<file path="config.mk">
export PLATFORM = sky130hd
export DESIGN_NAME = four_level_page_table_walker
export DESIGN_NICKNAME = d
export VERILOG_FILES = /design/src/rtl/core/pgwalk_pkg.sv /design/src/rtl/core/pgwalk_front.sv /design/src/rtl/core/pgwalk_queue.sv /design/src/rtl/core/pgwalk_back.sv /design/src/rtl/core/four_level_page_table_walker.sv
export VERILOG_INCLUDE_DIRS = /design/src /design/src/rtl/core
export SDC_FILE = /design/constraint.sdc
export NUM_CORES = 1
export LEC_CHECK = 0
export ABC_AREA = 1
export BUFFER_PORTS_ARGS = -buffer_cell sky130_fd_sc_hd__clkbuf_2
export CAP_MARGIN = 20
export CELL_PAD_IN_SITES_DETAIL_PLACEMENT = 0
export CELL_PAD_IN_SITES_GLOBAL_PLACEMENT = 1
export CORE_MARGIN = 10
export CORE_UTILIZATION = 44
export CTS_CLUSTER_DIAMETER = 200
export CTS_CLUSTER_SIZE = 14
export DETAILED_ROUTE_END_ITERATION = 10
export GPL_ROUTABILITY_DRIVEN = 0
export GPL_TIMING_DRIVEN = 0
export PLACE_DENSITY = 0.78
export SYNTH_ARGS = -nofsm -noshare
export SYNTH_HDL_FRONTEND = slang
export SYNTH_SLANG_ARGS = --single-unit
</file>
<file path="constraint.sdc">
create_clock -name i_clk -period 11.8 [get_ports i_clk]
set_clock_uncertainty 0.2 [all_clocks]
set_input_delay 1.18 -clock i_clk [delete_from_list [all_inputs] [get_ports i_clk]]
set_output_delay 1.18 -clock i_clk [all_outputs]
set_load 0.005 [all_outputs]
</file>
<file path="src/rtl/core/assert_macros.svh">
// Concurrent assertion helpers, clocked on i_clk, off while i_rst_n is low.
`ifndef ASSERT_MACROS_SVH
`define ASSERT_MACROS_SVH

// Consequent checked in the same cycle as the antecedent.
`define ASSERT_SAME(label, ante, cons) \
    label: assert property (@(posedge i_clk) disable iff (!i_rst_n) (ante) |-> (cons)) \
        else $error("assertion failed");

// Consequent checked in the cycle after the antecedent.
`define ASSERT_NEXT(label, ante, cons) \
    label: assert property (@(posedge i_clk) disable iff (!i_rst_n) (ante) |=> (cons)) \
        else $error("assertion failed");

`endif

</file>
<file path="src/rtl/core/pgwalk_pkg.sv">
package pgwalk_pkg;

    localparam int VA_W      = 48;
    localparam int ENTRY_W   = 64;
    localparam int FRAME_W   = 51;
    localparam int IDX_W     = 9;
    localparam int INDICES_W = 36;
    localparam int BASE_W    = 52;   // bits 63..12 of a table or page base
    localparam int S_DATA_W  = 112;
    localparam int M_DATA_W  = 120;

    localparam logic FUNC_TRANSLATE = 1'b0;
    localparam logic FUNC_ENTRY     = 1'b1;

    localparam logic KIND_READ   = 1'b0;
    localparam logic KIND_RESULT = 1'b1;

    localparam logic [1:0] SIZE_4K = 2'd0;
    localparam logic [1:0] SIZE_2M = 2'd1;
    localparam logic [1:0] SIZE_1G = 2'd2;

    localparam logic [1:0] LEVEL_TOP = 2'd3;
    localparam logic [1:0] LEVEL_1G  = 2'd2;
    localparam logic [1:0] LEVEL_2M  = 2'd1;
    localparam logic [1:0] LEVEL_4K  = 2'd0;

    localparam int PRESENT_BIT = 0;
    localparam int LARGE_BIT   = 7;

    typedef enum logic [2:0] {
        OP_READ,
        OP_UNMAPPED,
        OP_PAGE_4K,
        OP_PAGE_2M,
        OP_PAGE_1G
    } t_op;

    typedef struct packed {
        t_op                op;
        logic [BASE_W-1:0]  base;
        logic [IDX_W-1:0]   index;
    } t_cmd;

endpackage

</file>
<file path="src/rtl/core/pgwalk_front.sv">
`include "assert_macros.svh"

module pgwalk_front (
    input  logic                                i_clk,
    input  logic                                i_rst_n,
    input  logic                                i_cfg_valid,
    input  logic [pgwalk_pkg::ENTRY_W-1:0]      i_cfg_data,
    input  logic                                i_accept,
    input  logic                                i_func,
    input  logic [pgwalk_pkg::VA_W-1:0]         i_virt_addr,
    input  logic [pgwalk_pkg::ENTRY_W-1:0]      i_entry_data,
    output logic                                o_push,
    output pgwalk_pkg::t_cmd                    o_cmd
);

    logic                                   r_busy, n_busy;
    logic [1:0]                             r_level, n_level;
    logic [pgwalk_pkg::INDICES_W-1:0]       r_indices, n_indices;
    logic [pgwalk_pkg::ENTRY_W-1:0]         r_root, n_root;
    logic [pgwalk_pkg::BASE_W-1:0]          entry_base;
    logic                                   present, large_page;

    function automatic logic [pgwalk_pkg::IDX_W-1:0] index_of(
        input logic [pgwalk_pkg::INDICES_W-1:0] indices,
        input logic [1:0]                       level
    );
        logic [pgwalk_pkg::IDX_W-1:0] idx;
        unique case (level)
            pgwalk_pkg::LEVEL_TOP: idx = indices[35:27];
            pgwalk_pkg::LEVEL_1G:  idx = indices[26:18];
            pgwalk_pkg::LEVEL_2M:  idx = indices[17:9];
            default:               idx = indices[8:0];
        endcase
        return idx;
    endfunction

    // bit 63 of an entry is not part of the next table address
    assign entry_base = {1'b0, i_entry_data[62:12]};
    assign present    = i_entry_data[pgwalk_pkg::PRESENT_BIT];
    assign large_page = i_entry_data[pgwalk_pkg::LARGE_BIT];

    always_comb begin
        n_busy    = r_busy;
        n_level   = r_level;
        n_indices = r_indices;
        n_root    = i_cfg_valid ? i_cfg_data : r_root;
        o_push    = 1'b0;
        o_cmd     = '{op: pgwalk_pkg::OP_READ, base: entry_base, index: '0};
        if (i_accept) begin
            if (i_func == pgwalk_pkg::FUNC_TRANSLATE) begin
                n_busy    = 1'b1;
                n_level   = pgwalk_pkg::LEVEL_TOP;
                n_indices = i_virt_addr[47:12];
                o_push    = 1'b1;
                o_cmd     = '{op: pgwalk_pkg::OP_READ, base: r_root[63:12],
                              index: i_virt_addr[47:39]};
            end else if (r_busy) begin
                o_push = 1'b1;
                if (!present) begin
                    n_busy   = 1'b0;
                    o_cmd.op = pgwalk_pkg::OP_UNMAPPED;
                end else if (r_level == pgwalk_pkg::LEVEL_1G && large_page) begin
                    n_busy   = 1'b0;
                    o_cmd.op = pgwalk_pkg::OP_PAGE_1G;
                end else if (r_level == pgwalk_pkg::LEVEL_2M && large_page) begin
                    n_busy   = 1'b0;
                    o_cmd.op = pgwalk_pkg::OP_PAGE_2M;
                end else if (r_level == pgwalk_pkg::LEVEL_4K) begin
                    n_busy   = 1'b0;
                    o_cmd.op = pgwalk_pkg::OP_PAGE_4K;
                end else begin
                    n_level     = r_level - 2'd1;
                    o_cmd.index = index_of(r_indices, n_level);
                end
            end
        end
    end

    always_ff @(posedge i_clk) begin
        if (!i_rst_n) begin
            r_busy    <= 1'b0;
            r_level   <= '0;
            r_indices <= '0;
            r_root    <= '0;
        end else begin
            r_busy    <= n_busy;
            r_level   <= n_level;
            r_indices <= n_indices;
            r_root    <= n_root;
        end
    end

    `ASSERT_NEXT(a_walk_start, i_accept && i_func == pgwalk_pkg::FUNC_TRANSLATE, r_busy && r_level == pgwalk_pkg::LEVEL_TOP)
    `ASSERT_SAME(a_idle_data_dropped, i_accept && i_func == pgwalk_pkg::FUNC_ENTRY && !r_busy, !o_push)

endmodule

</file>
<file path="src/rtl/core/pgwalk_queue.sv">
`include "assert_macros.svh"

module pgwalk_queue #(
    parameter int DEPTH = 4
) (
    input  logic                i_clk,
    input  logic                i_rst_n,
    input  logic                i_push,
    input  pgwalk_pkg::t_cmd    i_cmd,
    output logic                o_full,
    output logic                o_empty,
    input  logic                i_pop,
    output pgwalk_pkg::t_cmd    o_cmd
);

    localparam int PTR_W = (DEPTH > 1) ? $clog2(DEPTH) : 1;
    localparam int CNT_W = $clog2(DEPTH + 1);

    pgwalk_pkg::t_cmd   r_mem [DEPTH];
    logic [PTR_W-1:0]   r_wr, r_rd;
    logic [CNT_W-1:0]   r_count;

    assign o_full  = (r_count == CNT_W'(DEPTH));
    assign o_empty = (r_count == '0);
    assign o_cmd   = r_mem[r_rd];

    always_ff @(posedge i_clk) begin
        if (i_push) begin
            r_mem[r_wr] <= i_cmd;
        end
    end

    always_ff @(posedge i_clk) begin
        if (!i_rst_n) begin
            r_wr    <= '0;
            r_rd    <= '0;
            r_count <= '0;
        end else begin
            if (i_push) begin
                r_wr <= (r_wr == PTR_W'(DEPTH - 1)) ? '0 : r_wr + 1'b1;
            end
            if (i_pop) begin
                r_rd <= (r_rd == PTR_W'(DEPTH - 1)) ? '0 : r_rd + 1'b1;
            end
            r_count <= r_count + CNT_W'(i_push) - CNT_W'(i_pop);
        end
    end

    `ASSERT_SAME(a_no_overflow, i_push, !o_full)
    `ASSERT_SAME(a_no_underflow, i_pop, !o_empty)

endmodule

</file>
<file path="src/rtl/core/pgwalk_back.sv">
module pgwalk_back (
    input  logic                                i_clk,
    input  logic                                i_rst_n,
    input  logic                                i_empty,
    input  pgwalk_pkg::t_cmd                    i_cmd,
    output logic                                o_pop,
    output logic                                o_valid,
    input  logic                                i_ready,
    output logic                                o_kind,
    output logic [pgwalk_pkg::M_DATA_W-1:0]     o_data
);

    logic                               r_valid;
    logic                               r_kind, n_kind;
    logic [pgwalk_pkg::M_DATA_W-1:0]    r_data, n_data;
    logic [pgwalk_pkg::ENTRY_W-1:0]     read_addr;
    logic                               mapped;
    logic [1:0]                         page_size;
    logic [pgwalk_pkg::FRAME_W-1:0]     frame;

    assign o_pop = !i_empty && (!r_valid || i_ready);

    always_comb begin
        read_addr = '0;
        mapped    = 1'b0;
        page_size = pgwalk_pkg::SIZE_4K;
        frame     = '0;
        n_kind    = pgwalk_pkg::KIND_RESULT;
        unique case (i_cmd.op)
            pgwalk_pkg::OP_READ: begin
                // base is 4 KB aligned and index*8 stays below 4 KB
                n_kind    = pgwalk_pkg::KIND_READ;
                read_addr = {i_cmd.base, i_cmd.index, 3'b000};
            end
            pgwalk_pkg::OP_PAGE_4K: begin
                mapped = 1'b1;
                frame  = i_cmd.base[50:0];
            end
            pgwalk_pkg::OP_PAGE_2M: begin
                mapped    = 1'b1;
                page_size = pgwalk_pkg::SIZE_2M;
                frame     = {9'd0, i_cmd.base[50:9]};
            end
            pgwalk_pkg::OP_PAGE_1G: begin
                mapped    = 1'b1;
                page_size = pgwalk_pkg::SIZE_1G;
                frame     = {18'd0, i_cmd.base[50:18]};
            end
            default: begin
                mapped = 1'b0;
            end
        endcase
        n_data = {2'b00, frame, page_size, mapped, read_addr};
    end

    always_ff @(posedge i_clk) begin
        if (o_pop) begin
            r_kind <= n_kind;
            r_data <= n_data;
        end
    end

    always_ff @(posedge i_clk) begin
        if (!i_rst_n) begin
            r_valid <= 1'b0;
        end else if (o_pop) begin
            r_valid <= 1'b1;
        end else if (i_ready) begin
            r_valid <= 1'b0;
        end
    end

    assign o_valid = r_valid;
    assign o_kind  = r_kind;
    assign o_data  = r_data;

endmodule

</file>
<file path="src/rtl/core/four_level_page_table_walker.sv">
// Four-level page table walker. A translate request (tuser 0) emits a read
// request for the top-level entry; each returned entry (tuser 1) emits either
// the read request for the next level or the final result (mapped flag, page
// size, frame number). A new translate request abandons any walk in progress;
// entries arriving with no walk open are dropped. The block takes one item per
// cycle on each side, stalling only on a full queue (input) or low m_tready
// (output): the front classifies an item and updates the walk state in the
// cycle it is accepted, a QUEUE_DEPTH-entry queue decouples it from the back
// end; each result passes the queue, then the output register. The user must
// write table_root via the cfg port while no walk is in flight (not enforced).
module four_level_page_table_walker #(
    parameter int QUEUE_DEPTH = 4
) (
    input  logic                                i_clk,
    input  logic                                i_rst_n,
    input  logic                                i_cfg_valid,
    output logic                                o_cfg_ready,
    input  logic [63:0]                         i_cfg_data,    // table_root
    input  logic                                i_s_tvalid,
    output logic                                o_s_tready,
    input  logic [pgwalk_pkg::S_DATA_W-1:0]     i_s_tdata,     // virt_addr, entry_data
    input  logic [0:0]                          i_s_tuser,     // func
    output logic                                o_m_tvalid,
    input  logic                                i_m_tready,
    // read_addr, mapped, page_size, frame_number, 2 bits zero pad
    output logic [pgwalk_pkg::M_DATA_W-1:0]     o_m_tdata,
    output logic [0:0]                          o_m_tuser      // kind
);

    logic               accept;
    logic               push, pop, full, empty;
    pgwalk_pkg::t_cmd   front_cmd, back_cmd;

    assign o_cfg_ready = 1'b1;
    assign o_s_tready  = !full;
    assign accept      = i_s_tvalid && !full;

    pgwalk_front u_front (
        .i_clk        (i_clk),
        .i_rst_n      (i_rst_n),
        .i_cfg_valid  (i_cfg_valid),
        .i_cfg_data   (i_cfg_data),
        .i_accept     (accept),
        .i_func       (i_s_tuser[0]),
        .i_virt_addr  (i_s_tdata[47:0]),
        .i_entry_data (i_s_tdata[111:48]),
        .o_push       (push),
        .o_cmd        (front_cmd)
    );

    pgwalk_queue #(
        .DEPTH (QUEUE_DEPTH)
    ) u_queue (
        .i_clk   (i_clk),
        .i_rst_n (i_rst_n),
        .i_push  (push),
        .i_cmd   (front_cmd),
        .o_full  (full),
        .o_empty (empty),
        .i_pop   (pop),
        .o_cmd   (back_cmd)
    );

    pgwalk_back u_back (
        .i_clk   (i_clk),
        .i_rst_n (i_rst_n),
        .i_empty (empty),
        .i_cmd   (back_cmd),
        .o_pop   (pop),
        .o_valid (o_m_tvalid),
        .i_ready (i_m_tready),
        .o_kind  (o_m_tuser[0]),
        .o_data  (o_m_tdata)
    );

endmodule
</file>
==> impl_results.md <==
* Combinational family with the most area after synthesis: simple AND/OR/NAND/NOR gates
* Pre-CTS setup slack at 8126 ps
* Final setup fails at 0
* CP Capture Type: register
* Post-DRT Antenna Nets at 0
* Root Driver: clkbuf_16
* Full die area at 53890 µm²
* Combinational power share at 0.350
* Worst VDD drop at 0.0001249 V
* Core Box Area at between 40000 and 50000 µm²
* CP Data Required Time at approximately 12000 ps
* Die Height at 232.1 µm
* Initial cell density of the core at 0.4468
* Power density cells at 232.8 nW/µm²
* Clock buffer count from CTS at 39
* Number of failing hold endpoints at the final stage at 0
* Most common cell after layout, fill and taps aside: nand2_1
* Area Growth Syn to Fin at 17.43%
* Post-CTS Hold Buffers at 0
* Seq cells post-synth at ~470
* First drt pass iteration count at 5
* Ratio of cells with drive above 1 in the final layout at 0.1723
* Via-per-instance ratio at just over 5
* Crit share post-route at 0.2614
* Relative slew slack at 0.4896
* Unrepaired setup endpoints after global routing: false
* Achievable Freq at between 300 and 400 MHz
* Cell internal pwr at between 3 and 4 mW
* Post-CTS Repair Setup Buffers at 0
* Nets at 2503
* Drt wl/cell at roughly 20 µm
* CTS tree: built
* Finished Cell Area at between 20000 and 25000 µm²
* Cell Area, Synth at a little under 20000 µm²
* Worst-Margin Slew at about 760 ps
* Final Util at 0.5247
* Cell variety after synth at 30
* Sink Count at 473
* Sw Share at 0.3683
* DR vias at ~15000
* CP arrival at ~3100 ps
* Most frequent cells in the layout: nand2_1 (554), edfxtp_1 (372), clkbuf_2 (264)
* Simple-gate share of the synthesized area at 0.1973
* Post-Syn Instances at 1986
* Worst-path fanout max at 24
* Iteration-0 DRC Markers at ~1300
* Setup crit start kind: input port
* Asr flop ratio synth at 0
* Path category of the worst min-delay check: register to register
* Chip Width at about 230 µm
* Synth top area share at 0.5641
* Final slew viol count at 0
* Post-synthesis compound-gate area fraction at 0.06242
* DP Wirelength at 42.34 mm
* H-tree Lvls at 2
* Register area share after synthesis at 0.6662
* Num rows at a little under 80
* Largest cells by area after synthesis: edfxtp_1 (56%), nand2_1 (11%), dfxtp_1 (10%)
* Total grt overflow at 0
* Register share of total power at 0.431
* Ys flop type: edfxtp_1
* IO Count at between 300 and 400
* Inst Count DP at between 2000 and 3000
* Syn Area/Cell at 9.971 µm²
* DP Area at between 20000 and 25000 µm²
* Status: finished clean
* Warnings, synthesis at 0
* Total power at between 5 and 6 mW
* Number of global-route vias before repair at about 14000
* DRC errors left at 0
* Largest net degree at the start of global routing at 34
* Worst Setup Slack, final at just under 9000 ps
* Later-pin clock latency in the skew report at roughly 560 ps
* Max_cap viols at 0
* Power share of the clock group at 0.219
* Initial antenna violation count at 9
* PortBufs at roughly 260
* First-pass GRT wire length at ~84 mm
* Sw power at around 2.0 mW
* Synth Area in Adders at 0.009225
* Post-route insts no fill at slightly below 3000
* Pleak at roughly 10 nW
* Post-Route WL at about 57 mm
* Biggest area consumer among synthesized cells: edfxtp_1
* Cts repair resizes at 0
* Clock period minus worst slack at just over 3000 ps
* Synth Area in XOR/XNOR at 0.0008846
* Mux contribution to synthesized area at 0
* Clock Pin Slew Worst Setup and Hold Paths at approximately 60 ps
* CTS max path bufs at 3
* Number of synthesized flops with an enable pin at between 300 and 400
* WS Path Type: input port to register
* Tot GR Track Use at 0.2053
[power groups by stage]
stage | registers [mW] | clock network, mW | logic [mW]
2_1_floorplan | 2.43 | 0 | 1.02
3_3_place_gp | 2.45 | 0 | 1.82
3_5_place_dp | 2.37 | 0 | 1.90
4_1_cts | 2.34 | 1.21 | 1.91
5_1_grt | 2.36 | 1.27 | 2.09
6_report | 2.33 | 1.18 | 1.90
[cell families (layout without fill, tap and decap cells)]
| family | Yosys count | in the layout |
|---|---|---|
| adder cells (fa/ha/maj) | 14 | 14 |
| flip-flops | 473 | 473 |
| other | 2 | 7 |
| XOR/XNOR | 2 | 2 |
| buffers and inverters | 304 | 636 |
| AND/OR/NAND/NOR | 953 | 953 |
| AO/OA/AOI/OAI | 238 | 238 |
[synthesized netlist by cell type, types with 3 or more instances]
master	number
o211ai_1	9
nand3_1	141
o21ai_0	118
nand4_1	34
nand2_1	554
clkbuf_1	42
o21ai_1	5
buf_4	14
o22ai_1	9
inv_1	183
inv_2	5
ha_1	13
nor2_4	3
nand2_2	3
buf_1	10
a21oi_1	95
nor2_1	213
buf_2	47
dfxtp_1	101
edfxtp_1	372
[worst paths after layout]
kind | startpoint | depth (start not counted) | slack (ps) | end
worst min-delay path | u_front.r_indices[9]$_SDFFE_PN0P_ | 2 | 250 | u_front.r_indices[9]$_SDFFE_PN0P_
worst max register to register | u_queue.r_count[1]$_SDFF_PN0_ | 8 | 8960 | u_queue.r_mem[2][19]$_DFFE_PP_
worst min register to register | u_front.r_indices[9]$_SDFFE_PN0P_ | 2 | 250 | u_front.r_indices[9]$_SDFFE_PN0P_
worst max-delay path | i_s_tuser | 8 | 8720 | u_queue.r_mem[2][19]$_DFFE_PP_
[worst max-delay path, cell delays in order]
cell and delay (ps):
clkbuf_2 130, inv_1 110, nor2_1 50, nor2_1 250, inv_1 260, nor2_4 630, buf_12 280, buf_12 210
[registers in the layout, indices dropped and copies added, names as in the netlist, 2 cells and up, named ones only]
signal	flops
u_front.r_level	2
u_queue.r_count	3
u_queue.r_wr	2
u_queue.r_rd	2
u_front.r_indices	36
u_back.o_data	115
u_front.r_root	52
u_queue.r_mem	256
[per-stage QoR]
stage / hold slack, ps / setup TNS [ps]
global route: 272.9 / 0
CTS: 248.8 / 0
detailed placement: 238.7 / 0
floorplan: 224.5 / 0
global placement: 235.0 / -95.02
finish: 245.8 / 0
[layout make-up]
cell class                 instances  area [µm²]
fill                            4094       21060
inverter                         190       713.2
clock buffer                      55        1079
antenna                            1       2.502
clock inverter                     1       5.005
timing repair buffer             276        1569
buffer                           114       546.8
multi-input combinational       1213        5406
sequential                       473       13190
tap                              592       740.7
[metal layers]
layer  share of wire  GRT usage  wire length, µm
met5          0.0016          0               92
met4           0.030    0.06963             1731
met3           0.078    0.05363             4450
met2            0.47     0.3353            26700
met1            0.42     0.2602            23890
No activity file was read; power rests on OpenSTA's default activity.
